File: src/rtl/dle_stuffed_frame_builder_core_macros.svh
// Assertion macros shared by the DLE framer RTL.
// No dependencies; included by the modules that carry assertions.
`ifndef DLE_STUFFED_FRAME_BUILDER_CORE_MACROS_SVH
`define DLE_STUFFED_FRAME_BUILDER_CORE_MACROS_SVH
`ifndef ASSERT_OFF
// Plain property held at every clock edge out of reset.
`define DSFB_ASSERT(lbl, clk, rst_n, prop) \
  lbl: assert property (@(posedge clk) disable iff (!rst_n) (prop)) \
    else $error("dsfb assertion failed");
// Implication with the consequent in the same cycle.
`define DSFB_ASSERT_IMPL(lbl, clk, rst_n, ante, cons) \
  lbl: assert property (@(posedge clk) disable iff (!rst_n) (ante) |-> (cons)) \
    else $error("dsfb assertion failed");
`else
`define DSFB_ASSERT(lbl, clk, rst_n, prop)
`define DSFB_ASSERT_IMPL(lbl, clk, rst_n, ante, cons)
`endif
`endif

File: src/rtl/dsfb_pkg.sv
// Types and constants of the DLE stuffing framer.
// No dependencies; imported by every RTL module of the block.
package dsfb_pkg;

  localparam int unsigned MaxRun  = 13;
  localparam int unsigned RunIdxW = $clog2(MaxRun);

  localparam logic [7:0] Dle      = 8'h10;
  localparam logic [7:0] Stx      = 8'h7B;
  localparam logic [7:0] SumSeed  = 8'hEB;
  localparam logic [7:0] HdrA     = 8'h55;
  localparam logic [7:0] HdrB     = 8'h15;
  localparam logic [7:0] Etx      = 8'h03;
  localparam logic [7:0] LenBias  = 8'd6;
  localparam logic [6:0] EscLen   = 7'h0A;  // length whose biased value is DLE

  typedef enum logic {
    OP_BEGIN   = 1'b0,
    OP_PAYLOAD = 1'b1
  } dsfb_op_e;

  typedef struct packed {
    dsfb_op_e   op;
    logic [6:0] frame_length;
    logic [7:0] payload_byte;
  } dsfb_in_t;

  typedef struct packed {
    logic [7:0] frame_byte;
    logic       last_of_run;
    logic       end_of_frame;
  } dsfb_out_t;

  // Bytes caused by one input beat, emitted in index order.
  typedef struct packed {
    logic                            vld;
    logic [MaxRun-1:0][7:0]          bytes;
    logic [RunIdxW-1:0]              count;
    logic                            eof;   // run ends with a frame trailer
  } dsfb_run_t;

endpackage

File: src/rtl/dle_stuffed_frame_builder_core.sv
// DLE byte-stuffing framer with checksum: top level.
// A beat's run is registered in the run buffer, then its bytes move in order into the output register.
// Throughput: one output byte per cycle unless out_ready_i stalls the output register; a beat holds
// the run buffer until all the bytes it causes are out (begin: 9, 10, 12 or 13, payload: 1, 2, 4 or 5,
// dropped payload: 0 bytes, only the handshake).
// Reset: rst_ni asynchronous, active low; clears frame state and both valid flags.
module dle_stuffed_frame_builder_core import dsfb_pkg::*; (
  input  logic      clk_i,
  input  logic      rst_ni,
  input  logic      in_valid_i,
  output logic      in_ready_o,
  input  dsfb_in_t  in_data_i,
  output logic      out_valid_o,
  input  logic      out_ready_i,
  output dsfb_out_t out_data_o
);

  // Two parts:
  //  - framer: holds in_frame / bytes_left / check_sum and, in the cycle
  //    of the input beat, builds the whole run of bytes that beat causes
  //    (header with optional length escape, payload with DLE doubling,
  //    trailer with the negated checksum).
  //  - emitter: registers the run, steps an index through it and feeds
  //    an output register, one byte per cycle while that register is free.
  // A new beat is taken in the same cycle the previous run's last byte
  // moves into the output register, so runs follow back to back.

  dsfb_run_t run;
  logic      take_ok;
  logic      accept;

  assign in_ready_o = take_ok;
  assign accept     = in_valid_i && take_ok;

  dsfb_framer u_framer (
    .clk_i     (clk_i),
    .rst_ni    (rst_ni),
    .accept_i  (accept),
    .in_data_i (in_data_i),
    .run_o     (run)
  );

  // payload beats outside a frame are accepted but yield no run
  dsfb_emitter u_emitter (
    .clk_i       (clk_i),
    .rst_ni      (rst_ni),
    .load_i      (accept && run.vld),
    .run_i       (run),
    .take_ok_o   (take_ok),
    .out_valid_o (out_valid_o),
    .out_ready_i (out_ready_i),
    .out_data_o  (out_data_o)
  );

endmodule

File: src/rtl/dsfb_framer.sv
// Frame state and run builder: turns one input beat into a run of bytes.
// Depends on dsfb_pkg and the assertion macro header.
`include "dle_stuffed_frame_builder_core_macros.svh"
module dsfb_framer import dsfb_pkg::*; (
  input  logic      clk_i,
  input  logic      rst_ni,
  input  logic      accept_i,
  input  dsfb_in_t  in_data_i,
  output dsfb_run_t run_o
);

  logic       in_frame_q, in_frame_d;
  logic [6:0] bytes_left_q, bytes_left_d;
  logic [7:0] check_sum_q, check_sum_d;

  logic [7:0]         len_b;
  logic [7:0]         lp6;
  logic               len_esc;
  logic               pb_esc;
  logic [7:0]         begin_sum;
  logic [7:0]         pay_sum;
  logic [6:0]         left_dec;
  logic               trail;
  logic [RunIdxW-1:0] p;

  always_comb begin
    len_b     = {1'b0, in_data_i.frame_length};
    lp6       = len_b + LenBias;
    len_esc   = (in_data_i.frame_length == EscLen);
    pb_esc    = (in_data_i.payload_byte == Dle);
    begin_sum = SumSeed + {in_data_i.frame_length, 1'b0};
    pay_sum   = check_sum_q + in_data_i.payload_byte;
    left_dec  = bytes_left_q - 7'd1;
    trail     = 1'b0;
    p         = '0;

    run_o        = '0;
    in_frame_d   = in_frame_q;
    bytes_left_d = bytes_left_q;
    check_sum_d  = check_sum_q;

    case (in_data_i.op)
      OP_BEGIN: begin
        trail         = (in_data_i.frame_length == 7'd0);
        p             = RunIdxW'(3) + RunIdxW'(len_esc);
        run_o.vld     = 1'b1;
        run_o.bytes[0] = Dle;
        run_o.bytes[1] = Stx;
        run_o.bytes[2] = lp6;
        if (len_esc) begin
          run_o.bytes[3] = Dle;
        end
        run_o.bytes[p]                  = len_b;
        run_o.bytes[p + RunIdxW'(1)]    = 8'h00;
        run_o.bytes[p + RunIdxW'(2)]    = 8'h00;
        run_o.bytes[p + RunIdxW'(3)]    = 8'h00;
        run_o.bytes[p + RunIdxW'(4)]    = HdrA;
        run_o.bytes[p + RunIdxW'(5)]    = HdrB;
        run_o.count                     = p + RunIdxW'(6);
        if (trail) begin
          run_o.bytes[p + RunIdxW'(6)] = 8'h00 - begin_sum;
          run_o.bytes[p + RunIdxW'(7)] = Dle;
          run_o.bytes[p + RunIdxW'(8)] = Etx;
          run_o.count                  = p + RunIdxW'(9);
          run_o.eof                    = 1'b1;
        end
        check_sum_d  = begin_sum;
        bytes_left_d = in_data_i.frame_length;
        in_frame_d   = !trail;
      end
      OP_PAYLOAD: begin
        if (in_frame_q) begin
          trail          = (left_dec == 7'd0);
          p              = RunIdxW'(1) + RunIdxW'(pb_esc);
          run_o.vld      = 1'b1;
          run_o.bytes[0] = in_data_i.payload_byte;
          if (pb_esc) begin
            run_o.bytes[1] = Dle;
          end
          run_o.count = p;
          if (trail) begin
            run_o.bytes[p]               = 8'h00 - pay_sum;
            run_o.bytes[p + RunIdxW'(1)] = Dle;
            run_o.bytes[p + RunIdxW'(2)] = Etx;
            run_o.count                  = p + RunIdxW'(3);
            run_o.eof                    = 1'b1;
          end
          check_sum_d  = pay_sum;
          bytes_left_d = trail ? 7'd0 : left_dec;
          in_frame_d   = !trail;
        end
      end
      default: begin
        run_o = '0;
      end
    endcase
  end

  always_ff @(posedge clk_i or negedge rst_ni) begin
    if (!rst_ni) begin
      in_frame_q   <= 1'b0;
      bytes_left_q <= '0;
      check_sum_q  <= '0;
    end else if (accept_i) begin
      in_frame_q   <= in_frame_d;
      bytes_left_q <= bytes_left_d;
      check_sum_q  <= check_sum_d;
    end
  end

  // an open frame always still expects payload
  `DSFB_ASSERT_IMPL(a_open_has_left, clk_i, rst_ni, in_frame_q, bytes_left_q != 7'd0)
  `DSFB_ASSERT_IMPL(a_closed_no_left, clk_i, rst_ni, !in_frame_q, bytes_left_q == 7'd0)

endmodule

File: src/rtl/dsfb_emitter.sv
// Run buffer and output register: walks a run one byte per cycle while the output register is free.
// Depends on dsfb_pkg and the assertion macro header.
`include "dle_stuffed_frame_builder_core_macros.svh"
module dsfb_emitter import dsfb_pkg::*; (
  input  logic      clk_i,
  input  logic      rst_ni,
  input  logic      load_i,
  input  dsfb_run_t run_i,
  output logic      take_ok_o,
  output logic      out_valid_o,
  input  logic      out_ready_i,
  output dsfb_out_t out_data_o
);

  dsfb_run_t          run_q;
  logic               run_vld_q;
  logic [RunIdxW-1:0] idx_q;
  logic               out_vld_q;
  dsfb_out_t          out_q;

  logic out_free;
  logic adv;
  logic last;

  assign last      = (idx_q == (run_q.count - RunIdxW'(1)));
  assign out_free  = !out_vld_q || out_ready_i;
  assign adv       = run_vld_q && out_free;
  assign take_ok_o = !run_vld_q || (adv && last);

  always_ff @(posedge clk_i or negedge rst_ni) begin
    if (!rst_ni) begin
      run_vld_q <= 1'b0;
      idx_q     <= '0;
      out_vld_q <= 1'b0;
    end else begin
      if (load_i) begin
        run_vld_q <= 1'b1;
        idx_q     <= '0;
      end else if (adv) begin
        run_vld_q <= !last;
        idx_q     <= idx_q + RunIdxW'(1);
      end
      if (adv) begin
        out_vld_q <= 1'b1;
      end else if (out_ready_i) begin
        out_vld_q <= 1'b0;
      end
    end
  end

  always_ff @(posedge clk_i) begin
    if (load_i) begin
      run_q <= run_i;
    end
    if (adv) begin
      out_q.frame_byte   <= run_q.bytes[idx_q];
      out_q.last_of_run  <= last;
      out_q.end_of_frame <= last && run_q.eof;
    end
  end

  assign out_valid_o = out_vld_q;
  assign out_data_o  = out_q;

  `DSFB_ASSERT_IMPL(a_idx_in_run, clk_i, rst_ni, run_vld_q, idx_q < run_q.count)
  `DSFB_ASSERT_IMPL(a_load_when_free, clk_i, rst_ni, load_i, take_ok_o && run_i.count != '0)
  `DSFB_ASSERT_IMPL(a_eof_is_last_etx, clk_i, rst_ni, out_vld_q && out_q.end_of_frame, out_q.last_of_run && out_q.frame_byte == Etx)

endmodule
File: config.mk
export PLATFORM = sky130hd
export DESIGN_NAME = dle_stuffed_frame_builder_core
export DESIGN_NICKNAME = d
export VERILOG_FILES = /design/src/rtl/dsfb_pkg.sv /design/src/rtl/dle_stuffed_frame_builder_core.sv /design/src/rtl/dsfb_framer.sv /design/src/rtl/dsfb_emitter.sv
export VERILOG_INCLUDE_DIRS = /design/src /design/src/rtl
export SDC_FILE = /design/constraint.sdc
export NUM_CORES = 1
export LEC_CHECK = 0
export BUFFER_PORTS_ARGS = -buffer_cell sky130_fd_sc_hd__buf_4
export CORE_MARGIN = 5
export CORE_UTILIZATION = 30
export CTS_CLUSTER_DIAMETER = 120
export DETAILED_ROUTE_END_ITERATION = 10
export PLACE_DENSITY = 0.49
export SYNTH_ARGS = -nofsm -noshare
export SYNTH_HDL_FRONTEND = slang
export SYNTH_SLANG_ARGS = --single-unit
File: constraint.sdc
create_clock -name clk_i -period 3.1 [get_ports clk_i]
set_clock_uncertainty 0.2 [all_clocks]
set_input_delay 0.155 -clock clk_i [delete_from_list [all_inputs] [get_ports clk_i]]
set_output_delay 0.155 -clock clk_i [all_outputs]
set_load 0.05 [all_outputs]
==> results.md, run 1 <==
* Clock tree from TritonCTS: yes
* Lkg Pwr at 2.38 nW
* Total of max-cap violations at 0
* Cell variety after synth at 60
* Crit path max fanout at 3
* Fin crit share at 92.8%
* Post-route non-filler standard cell count at 732
* Placer's final routability congestion estimate at 0.874
* Main area contributors after synthesis: edfxtp_1, dfrtp_1, ha_1
* Post-Synthesis Cell Area at 5100 um2
* Post-detailed-route wirelength per cell at 16.9 um
* Cell area power density at 909 nW/um2
* Fmax at 0.347 GHz
* Leading register cell type out of synthesis: edfxtp_1
* DRC violations left at 0
* Number of nets in the final layout at 550
* Wire length of the first global-routing pass at 20300 um
* Drt total wl at 12300 um
* CTS buffer count at 9
* Flop and latch count out of synthesis at 93
* Initial antenna violation count at 0
* Sink count of the clock tree at 93
* Starting Density at 30.7%
* Cell row count at 47
* Worst IR drop on VDD at 0.392 mV
* Global Route Usage Sum at 13.2%
* Number of pins exceeding their max-slew limit in the final report at 0
* Least-Margin Pin Slew at 630 ps
* I/O Buffers at 31
* Relative area change from synthesis to final layout at 18.7%
* Number of enable flip-flop cells after synthesis at 71
* Required time reported for the critical path endpoint at 2990 ps
* Antenna viol nets, final at 0
* Detailed placer's ending HPWL at 9070 um
* Vias post-DR at 3582
* Number of global-route vias before repair at 3728
* Horiz. Die Dim at 140 um
* CP arrival at 2770 ps
* Kind of start point of the critical path: primary input
* Count of mapped cells out of synthesis at 458
* Buffers inserted by post-CTS timing repair at 0
* CTS HTree Levels at 3
* Fin Hold WS at 17.3 ps
* Total Neg Setup Slack at 0 ps
* Worst Setup End Kind: flip-flop
* Die Height at 140 um
* Via/cell ratio at 4.89
* Slew headroom at 58.0%
* Status: finished, final reports clean
* Time the worst path needs with I/O delays and setup at 2880 ps
* Die footprint at 19700 um2
* Maximum number of pins on one net before global-route repair at 45
* Number of top-level pins at 32
* Violation count after the first detailed-routing iteration at 234
* Clock tree root driver cell: clkbuf_16
* Maximum number of buffers from clock root to sink at 2
* Commonest non-fill, non-tap cell in the layout: edfxtp_1
* Setup-violating endpoint count in the final report at 0
* Total congestion overflow after global routing at 0
* Clk pin slew, worst setup/hold paths at 70 ps
* Class of the most critical hold timing path: in -> reg
* Part of the Yosys area used for sequential elements at 52.6%
* Yosys top cell by area: edfxtp_1
* Fillers at 1658
* Diode count at 0
* Async set-or-reset flop fraction in the synthesized netlist at 23.7%
* Number of iterations in the first detailed-routing pass at 4
* Kind of critical path: in -> reg
* Share of layout cells above drive strength 1 at 15.2%
* Hold violation count in the final report at 0
* Unrepaired setup endpoints after global routing: no
* Most frequent cells in the layout: edfxtp_1, nor2_1, buf_4, nand2_1, o21ai_0
* Number of placed instances, taps included at 705
* Average cell area after synthesis at 11.1 um2
* Portion of synthesized cell area occupied by the leading cell type at 41.8%
* Core area at 16600 um2
* Insertion delay of the later-clocked pin in the worst-skew pair at 350 ps
* Yosys synthesis warning count at 0
## Yosys cell counts, types with 3 or more instances
library cell  number
buf_1              3
o211ai_1           5
edfxtp_1          71
nor2_1            41
xnor2_1           17
nand3_1           11
o21ai_1            5
a22oi_1            5
nand2_1           30
mux4_2             8
o21ai_0           28
inv_1             24
a31oi_1            4
and3_1            11
a21oi_1           23
ha_1              22
mux2i_1            7
clkbuf_1          17
o22ai_1           12
nor3_1            14
buf_6              3
xor2_1            13
nand2b_1           5
nor2b_1            5
dfrtp_1           22
and2_1             3
buf_2              5
## worst max-delay path, cell delays in order
cell and delay [ps]:
dlygate4sd3_1 540, buf_4 140, ha_1 230, fa_1 430
and3_1 230, nor3_2 210, o21ai_0 130, and4bb_1 290
xnor2_1 140, xnor2_1 170, o22ai_1 120
## cell families (layout without fill, tap and decap cells)
kind of cell	after synthesis	after routing	share of synthesized area [%]
flip-flops	93	93	52.6
AO/OA/AOI/OAI	105	105	13.5
XOR/XNOR	31	31	5.47
adder cells (fa/ha/maj)	23	23	5.79
AND/OR/NAND/NOR	133	133	12.6
buffers and inverters	55	96	4.61
other	1	14	0.0735
multiplexers	17	17	5.35
## sequential cells by signal, indices dropped and copies added (netlist names)
| name | flops |
|---|---|
| u_framer.in_frame_q | 1 |
| u_emitter.run_vld_q | 1 |
| u_framer.bytes_left_q | 7 |
| u_emitter.out_valid_o | 1 |
| u_emitter.out_data_o | 10 |
| u_emitter.run_q | 61 |
| u_emitter.idx_q | 4 |
| u_framer.check_sum_q | 8 |
## through the flow
step / worst slack (ps) / utilization (%) / power (mW) / instance area (um2)
global placement: 310 / 33.8 / 4.31 / 5620
CTS: 149 / 36.4 / 5.58 / 6050
global route: 31.1 / 36.4 / 5.90 / 6060
finish: 222 / 36.4 / 5.51 / 6060
floorplan: 14.0 / - / 3.69 / 5150
detailed placement: 265 / 33.8 / 4.33 / 5620
## worst paths after layout
check | slack, ps | depth (start not counted) | end | start
min | 20 | 4 | u_framer.check_sum_q[7] | in_data_i[14]
max in group asynchronous | 2400 | 2 | u_emitter.idx_q[2] | rst_ni
min in group asynchronous | 40 | 2 | u_framer.check_sum_q[5] | rst_ni
min reg2reg | 290 | 1 | u_framer.check_sum_q[6] | u_framer.check_sum_q[6]
max | 220 | 11 | u_emitter.run_q[28] | in_data_i[0]
max reg2reg | 320 | 9 | u_emitter.run_q[28] | u_framer.check_sum_q[0]
## layout make-up
type | count | area (um2) | share of cell area, %
clock buffer | 9 | 225 | 3.72
clock inverter | 7 | 97.6 | 1.61
timing repair buffer | 53 | 438 | 7.23
inverter | 27 | 101 | 1.67
tap | 220 | 275 | 4.54
multi-input combinational | 323 | 2240 | 36.9
sequential | 93 | 2680 | 44.3
## per-layer routing
layer	global-route usage (%)	up-vias	wire length (um)
met5	0	-	0
met4	4.54	0	203
met3	2.69	18	512
met2	21.7	74	5910
met1	17.4	1727	5720
li1	-	1763	-
## timing repair
| item | CTS | global route |
|---|---|---|
| setup endpoints to repair | 0 | 1 |
| hold buffers | 11 | 0 |
| endpoints found under the hold margin | 32 | 0 |
| resized for setup | 0 | 1 |
## power by group
group	internal, mW	switching, mW	total (mW)	leakage [nW]
clock network	0.712	0.493	1.21	0.159
registers	1.74	0.191	1.93	0.921
logic	0.913	1.45	2.37	1.30
total	3.37	2.14	5.51	2.38
Note: power is estimated with default switching activity, not from simulation.
==> run 2, diff against run 1 <==
PLACE_DENSITY = 0.52   (was 0.49)
clock period = 3.2 ns   (was 3.1 ns; I/O delays follow)
==> results.md, run 2 (same netlist as run 1, synthesis figures left out) <==
* Diode count at 0
* Max FFs per register at 61
* I/O Buffers at 31
* Vias post-DR at 3660
* Number of global-route vias before repair at 3724
* Initial antenna violation count at 0
* CTS buffer count at 9
* Required time reported for the critical path endpoint at 3090 ps
* Fmax at 0.342 GHz
* Number of pins exceeding their max-slew limit in the final report at 0
* Number of top-level pins at 32
* Commonest non-fill, non-tap cell in the layout: edfxtp_1
* Worst IR drop on VDD at 0.472 mV
* Worst Setup End Kind: flip-flop
* Clock tree from TritonCTS: yes
* Drt total wl at 12200 um
* Clk pin slew, worst setup/hold paths at 70 ps
* Insertion delay of the later-clocked pin in the worst-skew pair at 350 ps
* Detailed placer's ending HPWL at 8860 um
* Cell row count at 47
* Class of the most critical hold timing path: in -> reg
* Setup-violating endpoint count in the final report at 0
* Number of placed instances, taps included at 705
* Crit path max fanout at 3
* Register-to-Register Setup Slack at 390 ps
* Share of layout cells above drive strength 1 at 14.6%
* Crit path from: in_data_i[0]
* Worst slack at placement at 389 ps
* Violation count after the first detailed-routing iteration at 273
* Status: finished, final reports clean
* Share of the core filled with cells at 36.2%
* CP arrival at 2820 ps
* Clock tree root driver cell: clkbuf_16
* Lkg Pwr at 2.36 nW
* Slack of the critical path at 272 ps
* Slew headroom at 57.0%
* Least-Margin Pin Slew at 645 ps
* Core area at 16600 um2
* Time the worst path needs with I/O delays and setup at 2930 ps
* Global Route Usage Sum at 12.8%
* Placer's final routability congestion estimate at 0.909
* Total Neg Setup Slack at 0 ps
* Maximum number of buffers from clock root to sink at 2
* Fin crit share at 91.5%
* Most flops, register: u_emitter.run_q
* Antenna viol nets, final at 0
* Maximum number of pins on one net before global-route repair at 73
* Kind of start point of the critical path: primary input
* Kind of critical path: in -> reg
* Wire length of the first global-routing pass at 20000 um
* DRC violations left at 0
* Total of max-cap violations at 0
* Cell area power density at 869 nW/um2
* CTS HTree Levels at 3
* Total congestion overflow after global routing at 0
* Cts repair resizes at 0
* Number of nets in the final layout at 551
* Starting Density at 30.7%
* Startpoint of the worst hold path: in_data_i[14]
* Post-detailed-route wirelength per cell at 16.7 um
* Die Height at 140 um
* Die footprint at 19700 um2
* Post-route non-filler standard cell count at 733
* Most frequent cells in the layout: edfxtp_1, nor2_1, buf_4, nand2_1, o21ai_0
* Number of iterations in the first detailed-routing pass at 4
* Hold violation count in the final report at 0
* Relative area change from synthesis to final layout at 18.2%
* Fin Hold WS at 12.1 ps
* Unrepaired setup endpoints after global routing: no
* Start of the worst register-to-register path: u_framer.check_sum_q[0]
* Sink count of the clock tree at 93
* Buffers inserted by post-CTS timing repair at 0
* Horiz. Die Dim at 140 um
* Via/cell ratio at 4.99
==> run 2: repair_timing <==
item,CTS,global route
endpoints found under the setup margin,0,0
hold buffers,12,0
hold endpoints to repair,31,0
==> run 2: routing by layer <==
| metal | share of wire [%] | global-route usage (%) |
|---|---|---|
| met2 | 46 | 19.9 |
| met4 | 1.8 | 3.93 |
| met5 | 0 | 0 |
| met3 | 4.8 | 3.44 |
| met1 | 47 | 17.4 |
==> run 2: power breakdown <==
group / switching [mW] / internal (mW)
clock: 0.462 / 0.608
combinational: 1.40 / 0.889
sequential: 0.188 / 1.69
==> run 2: final timing paths <==
path                                       endpoint  depth (start not counted)
setup / recovery                u_emitter.run_q[28]                         11
hold / removal              u_framer.check_sum_q[7]                          4
setup reg to reg                u_emitter.run_q[28]                          9
hold reg to reg             u_framer.check_sum_q[4]                          2
max in group asynchronous        u_emitter.idx_q[2]                          2
min in group asynchronous  u_framer.bytes_left_q[6]                          2
==> run 2: per-stage QoR <==
stage	total power, mW	cell area, um2
finish	5.24	6030
global route	5.61	6030
CTS	5.29	6030
detailed placement	4.19	5620
global placement	4.16	5620
floorplan	3.57	5150
==> run 2: final cells by class <==
class / count / area (um2)
Inverter: 27 / 101
Multi-Input combinational cell: 323 / 2230
Sequential cell: 93 / 2680
Fill cell: 1651 / 10600
Tap cell: 220 / 275
Clock inverter: 5 / 58.8
Clock buffer: 11 / 233
Timing Repair Buffer: 54 / 448
==> run 2: critical path: stages <==
cell           delay, ps
dlygate4sd3_1        540
buf_4                150
ha_1                 230
fa_1                 420
and3_1               210
nor3_1               280
o21ai_0              140
and4bb_1             290
xnor2_1              140
xnor2_1              160
o22ai_1              110
